`config.mk`:
```
export PLATFORM = sky130hd
export DESIGN_NAME = ttpr_resolve
export DESIGN_NICKNAME = d
export VERILOG_FILES = /design/src/rtl/core/assert_macros.svh /design/src/rtl/core/ttpr_pkg.sv /design/src/rtl/core/ttpr_resolve.sv
export SDC_FILE = /design/constraint.sdc
export NUM_CORES = 1
export LEC_CHECK = 0
export ABC_CLOCK_PERIOD_IN_PS = 3300
export BUFFER_PORTS_ARGS = -buffer_cell sky130_fd_sc_hd__buf_4
export CORE_ASPECT_RATIO = 1.5
export CORE_UTILIZATION = 25
export DETAILED_ROUTE_END_ITERATION = 8
export MAX_ROUTING_LAYER = met4
export PLACE_DENSITY = 0.54
export SYNTH_ARGS = -nofsm -noshare
export SYNTH_HDL_FRONTEND = slang
export SYNTH_SLANG_ARGS = --single-unit
```
`constraint.sdc`:
```
create_clock -name vclk -period 3.3
set_input_delay 0.33 -clock vclk [all_inputs]
set_output_delay 0.33 -clock vclk [all_outputs]
set_load 0.02 [all_outputs]
```
`src/rtl/core/assert_macros.svh`:
```
// assertion helpers shared by the rtl files
`ifndef ASSERT_MACROS_SVH
`define ASSERT_MACROS_SVH

// checked at every clock edge once reset is released
`define ASSERT_CLK(label, prop, msg) \
  label: assert property (@(posedge clk_i) disable iff (!rst_ni) (prop)) else $error(msg);

// checked at every clock edge, reset included
`define ASSERT_ALWAYS(label, prop, msg) \
  label: assert property (@(posedge clk_i) (prop)) else $error(msg);

`endif

```
`src/rtl/core/ttpr_pkg.sv`:
```
// ----------------------------------------------------------------------------
// ttpr_pkg
// Types and constants of the transposition table probe/record block.
// ----------------------------------------------------------------------------
package ttpr_pkg;

  localparam int unsigned TABLE_ENTRIES = 65536;
  localparam int unsigned IDX_W         = $clog2(TABLE_ENTRIES);

  typedef logic [IDX_W-1:0] idx_t;

  typedef enum logic [0:0] {
    CMD_PROBE  = 1'b0,
    CMD_RECORD = 1'b1
  } cmd_e;

  typedef enum logic [1:0] {
    BOUND_EXACT = 2'd0,
    BOUND_UPPER = 2'd1,
    BOUND_LOWER = 2'd2,
    BOUND_OPEN  = 2'd3
  } bound_e;

  typedef enum logic [1:0] {
    OUT_MISS   = 2'd0,
    OUT_MOVE   = 2'd1,
    OUT_CUTOFF = 2'd2,
    OUT_RECORD = 2'd3
  } outcome_e;

  typedef struct packed {
    logic               cmd;
    logic               black_to_move;
    logic [63:0]        position_key;
    logic [7:0]         search_depth;
    logic signed [15:0] alpha_bound;
    logic signed [15:0] beta_bound;
    logic signed [15:0] entry_score;
    logic [1:0]         bound_kind;
    logic [31:0]        best_move;
  } in_beat_t;

  typedef struct packed {
    logic [1:0]         outcome;
    logic signed [15:0] result_score;
    logic [31:0]        result_move;
  } out_beat_t;

  // one table slot
  typedef struct packed {
    logic               valid;
    logic [63:0]        key;
    logic [31:0]        move;
    logic signed [15:0] score;
    logic [1:0]         kind;
    logic [7:0]         depth;
  } entry_t;

  // item waiting for its table read
  typedef struct packed {
    logic               cmd;
    logic [63:0]        key;
    logic [7:0]         depth;
    logic signed [15:0] alpha;
    logic signed [15:0] beta;
  } probe_t;

  typedef struct packed {
    logic rd_en;
    logic wr_en;
    idx_t idx;
  } tbl_req_t;

endpackage

```
`src/rtl/core/ttpr_resolve.sv`:
```
// ----------------------------------------------------------------------------
// ttpr_resolve
// Tag compare and cutoff decision on a probe's slot read; records report done.
// ----------------------------------------------------------------------------
module ttpr_resolve (
  input  ttpr_pkg::probe_t    probe_i,
  input  ttpr_pkg::entry_t    slot_i,
  output ttpr_pkg::out_beat_t res_o
);

  logic               hit;
  logic               deep;
  logic               take_cut;
  logic signed [15:0] cut_score;

  assign hit  = slot_i.valid && (slot_i.key == probe_i.key);
  assign deep = slot_i.depth >= probe_i.depth;

  always_comb begin
    take_cut  = 1'b0;
    cut_score = '0;
    case (slot_i.kind)
      ttpr_pkg::BOUND_EXACT: begin
        take_cut  = 1'b1;
        cut_score = slot_i.score;
      end
      ttpr_pkg::BOUND_UPPER: begin
        if (slot_i.score <= probe_i.alpha) begin
          take_cut  = 1'b1;
          cut_score = probe_i.alpha;
        end
      end
      ttpr_pkg::BOUND_LOWER: begin
        if (slot_i.score >= probe_i.beta) begin
          take_cut  = 1'b1;
          cut_score = probe_i.beta;
        end
      end
      default: begin
        take_cut = 1'b0;
      end
    endcase
  end

  always_comb begin
    res_o = '0;
    if (probe_i.cmd == ttpr_pkg::CMD_RECORD) begin
      res_o.outcome = ttpr_pkg::OUT_RECORD;
    end else if (hit) begin
      if (deep && take_cut) begin
        res_o.outcome      = ttpr_pkg::OUT_CUTOFF;
        res_o.result_score = cut_score;
      end else begin
        res_o.outcome     = ttpr_pkg::OUT_MOVE;
        res_o.result_move = slot_i.move;
      end
    end
  end

endmodule

```
# Yosys cells after proc, flatten, opt, wreduce, memory -nomap -nowiden
# Index checks and enable logic that the tools add are counted.
[op_classes]
addsub = 0
multipliers = 0
div_mod_pow = 0
n_lt_le_gt_ge = 3
eq_ne = 3
shifts = 0
mux = 12
bitwise = 0
reduce_logical = 3
[ops]
columns = ["op", "count"]
rows = [
  ["64-bit equality test", 1],
  ["50-bit 2-to-1 mux", 1],
  ["16-bit 2-to-1 mux", 3],
  ["48-bit 2-to-1 mux", 1],
  ["16-bit case mux with 3 select lines", 1],
  ["32-bit 2-to-1 mux", 1],
  ["16-bit >= comparator", 1],
  ["16-bit less-or-equal comparator", 1],
  ["8-bit >= comparator", 1],
  ["2-bit 2-to-1 mux", 2],
  ["1-bit case mux with 3 select lines", 1],
  ["2-bit by 1-bit equality test with 1-bit output, second input constant", 1],
  ["2-bit equality test, second input constant", 1],
  ["1-bit logical AND", 2],
  ["2-bit zero test", 1],
  ["1-bit 2-to-1 mux", 2],
]
[totals]
regBits = 0
latch_bits = 0
ramBits = 0
romBits = 0
input_bits = 228
out_inout_bits = 50
wordCells = 21
memories = 0

# Logic depth before layout (Yosys ltp)
[logic_depth]
depth_word = 7
mapped_depth = 11
ltp_nobuf = 8

# Worst setup path after synthesis
# No wires, ideal clock.
[synth_timing]
path_type = "input to output"
start = "input port probe_i[17] (netlist bit)"
end = "output port res_o[32] (netlist bit)"
t_arrival_ns = 2.912
t_required_ns = 2.970
path_slack_ns = 0.058
stages = 9
path_buffers = 1
cell_sequence = "inv_1 ha_1 nor2b_1 o211ai_2 a2111oi_1 or4b_1 buf_4 a41oi_1 a2111oi_0"
[synth_lines]
columns = ["element", "line_no", "text"]
rows = [
  ["start: declaration", "ttpr_resolve.sv:6", "input ttpr_pkg::probe_t probe_i,"],
  ["end: declaration", "ttpr_resolve.sv:8", "output ttpr_pkg::out_beat_t res_o"],
]

==> summary.txt <==
GRT
  • First-pass GRT wire length: between 20 and 25 mm
  • Initial antenna violation count: 3
  • Grt ovf: 0
  • Number of global-route vias before repair: 4,509
  • Largest net degree at the start of global routing: 39
  • Gr usage total: 25.3%

Hold path
  • Hold Crit Depth: 4
  • Worst hold path class: input pin to output port

Synth
  • Cells after synthesis: ~400
  • Netlist Area Pre-Place: between 0.003 and 0.004 mm2
  • Yosys cell types: 51
  • Syn Nets: about 670
  • Synthesized area per cell: ~8 um2
  • YS warnings: 0
  • Sequential fraction of the synthesis area: 0%

Finish
  • Most common cell after layout, fill and taps aside: buf_4
  • Clock buffers: 0
  • Fin nets: between 900 and 1,000
  • FF+latch area: 0 um2
  • Area grow syn2layout: 75.9%
  • Fin util: between 40% and 50%
  • Layout cell share with drive strength beyond 1: about 52%
  • Post-Layout Cell Count: 831
  • FFs & Latches: 0
  • Most frequent cells in the layout: buf_4 (295), inv_1 (62), ha_1 (40)

STA
  • Final Hold Vio Count: 0
  • Max Freq: ~320 MHz
  • Worst slew margin: between 40% and 50%
  • RSZ-0062 raised after global routing: false
  • Part of the cycle the worst path needs: between 90% and 100%
  • Final setup viols: 0
  • Final worst path period need: approximately 3200 ps
  • Max Transition Viols Final: 0
  • Worst hold slack: ~1000 ps
  • Worst slew pin tran: a little under 800 ps
  • Setup TNS: 0 ps

Route
  • Routed len/inst: 20.3 um
  • Via-to-Cell Ratio: 5.23
  • Pre-antenna DRT Iters: 5
  • Routed via count: 4,346
  • DRC Markers: 0
  • Final WL: ~17 mm
  • Initial drt markers: 145
  • DRT antenna net count: 0

Critical path
  • Crit Path Category: input pin to output port
  • Setup crit end kind: output port
  • Critical Path AT: approximately 2800 ps
  • Startpoint types: input pin
  • Crit path max fanout: 8
  • Critical path required time: 2970 ps
  • Critical path endpoint: res_o[39]
  • CP Launch Point: probe_i[7]

Place
  • Dpl hpwl: ~15 mm
  • GPL Wtd Cong: ~0.96
  • Port bufs: about 280
  • Number of cells after detailed placement: roughly 830

Floorplanning
  • Die Span X: 93.7 um
  • Die height: 140 um
  • Die Footprint: ~0.013 mm2
  • Top Ports: around 280
  • Num rows: just under 50
  • Starting density of the core: 26.0%
  • Core ar.: 0.0121 mm2

Outcome
  • Status: completed

Power and ir drop
  • PD cells: between 100 and 150 mW/mm2
  • VDD IR max: between 0.00005 and 0.00006 V
  • Pleak: 2.66 nW

Clock tree
  • CTS Hold Bufs: 0

Flow run
  • MaxCap Viol Count: 0
-- layout make-up --
type / count / area, um2
fillers: 1251 / 6600
well taps: 153 / 191
diodes: 3 / 7.51
inverters: 62 / 233
repair buffers: 297 / 2250
multi-input cells: 316 / 2860
-- report_power, final --
group | internal, W | leakage [nW] | switching, W | total (W)
logic | 0.000329 | 2.66 | 0.000308 | 0.000636
registers | 0 | 0 | 0 | 0
clock network | 0.0000000000708 | 0.0000190 | 0 | 0.0000000000708
-- metal layers --
layer / global-route usage, % / share of wire, % / up-vias
li1: - / - / 2095
met1: 29.1 / 39 / 2009
met2: 45.8 / 53 / 219
met3: 3.39 / 6.6 / 23
met4: 5.67 / 1.9 / 0
met5: - / 0 / -
-- cell usage after synthesis (all sizes together) (3+ instances only) --
master | count | area [um2]
clkbuf | 7 | 26.3
nor3 | 6 | 30.0
a21o | 4 | 30.0
nand2b | 8 | 50.1
o21ai | 4 | 20.0
a41oi | 16 | 140
nor2 | 11 | 41.3
xnor2 | 8 | 70.1
and4 | 3 | 28.8
o31ai | 6 | 65.1
a21oi | 13 | 65.1
buf | 15 | 108
nor4 | 9 | 62.6
nand3 | 4 | 20.0
nand4 | 31 | 194
o22ai | 6 | 37.5
ha | 40 | 500
nor2b | 18 | 113
nand2 | 6 | 22.5
nor4b | 32 | 462
inv | 62 | 233
a2111oi | 22 | 256
xor2 | 31 | 272
and2 | 15 | 93.8
-- how the worst min path moves through the flow --
stage	from	to
final	probe_i[104]	res_o[48]
after global routing	probe_i[104]	res_o[48]
after CTS	probe_i[104]	res_o[49]
after detailed placement	probe_i[104]	res_o[49]
after global placement	probe_i[104]	res_o[49]
after floorplan	probe_i[104]	res_o[48]
-- metrics by stage --
| stage | cell area, um2 | power [W] | setup WS [ps] |
|---|---|---|---|
| after floorplan | 3150 | 0.000286 | 57.7 |
| after global placement | 5460 | 0.000617 | 79.6 |
| after detailed placement | 5460 | 0.000623 | -0.161 |
| after CTS | 5470 | 0.000626 | 42.6 |
| after global routing | 5540 | 0.000692 | 10.6 |
| final | 5540 | 0.000636 | 136 |
-- worst max-delay path: stages --
cell	delay, ps
buf_4	90
inv_1	60
ha_1	340
a21oi_1	150
o21ai_1	120
a211o_1	370
o41a_1	460
a32oi_4	380
buf_4	290
a2111oi_2	70
buf_4	170
-- what timing repair did --
| action | 4_1_cts | 5_1_grt |
|---|---|---|
| pin swaps | 0 | 4 |
| gates cloned | 0 | 1 |
| endpoints found under the setup margin | 1 | 29 |
| buffers inserted | 0 | 1 |
| resized for setup | 1 | 13 |
-- logic make-up (layout without fill, tap and decap cells) --
kind of cell / count (synthesis) / after routing / share of synthesized area (%)
AND/OR/NAND/NOR: 145 / 146 / 36.0
AO/OA/AOI/OAI: 91 / 91 / 25.6
buffers and inverters: 84 / 359 / 11.6
adder cells (fa/ha/maj): 40 / 40 / 15.9
XOR/XNOR: 39 / 39 / 10.8
other: 0 / 3 / 0
Note: power is estimated with default switching activity, not from simulation.
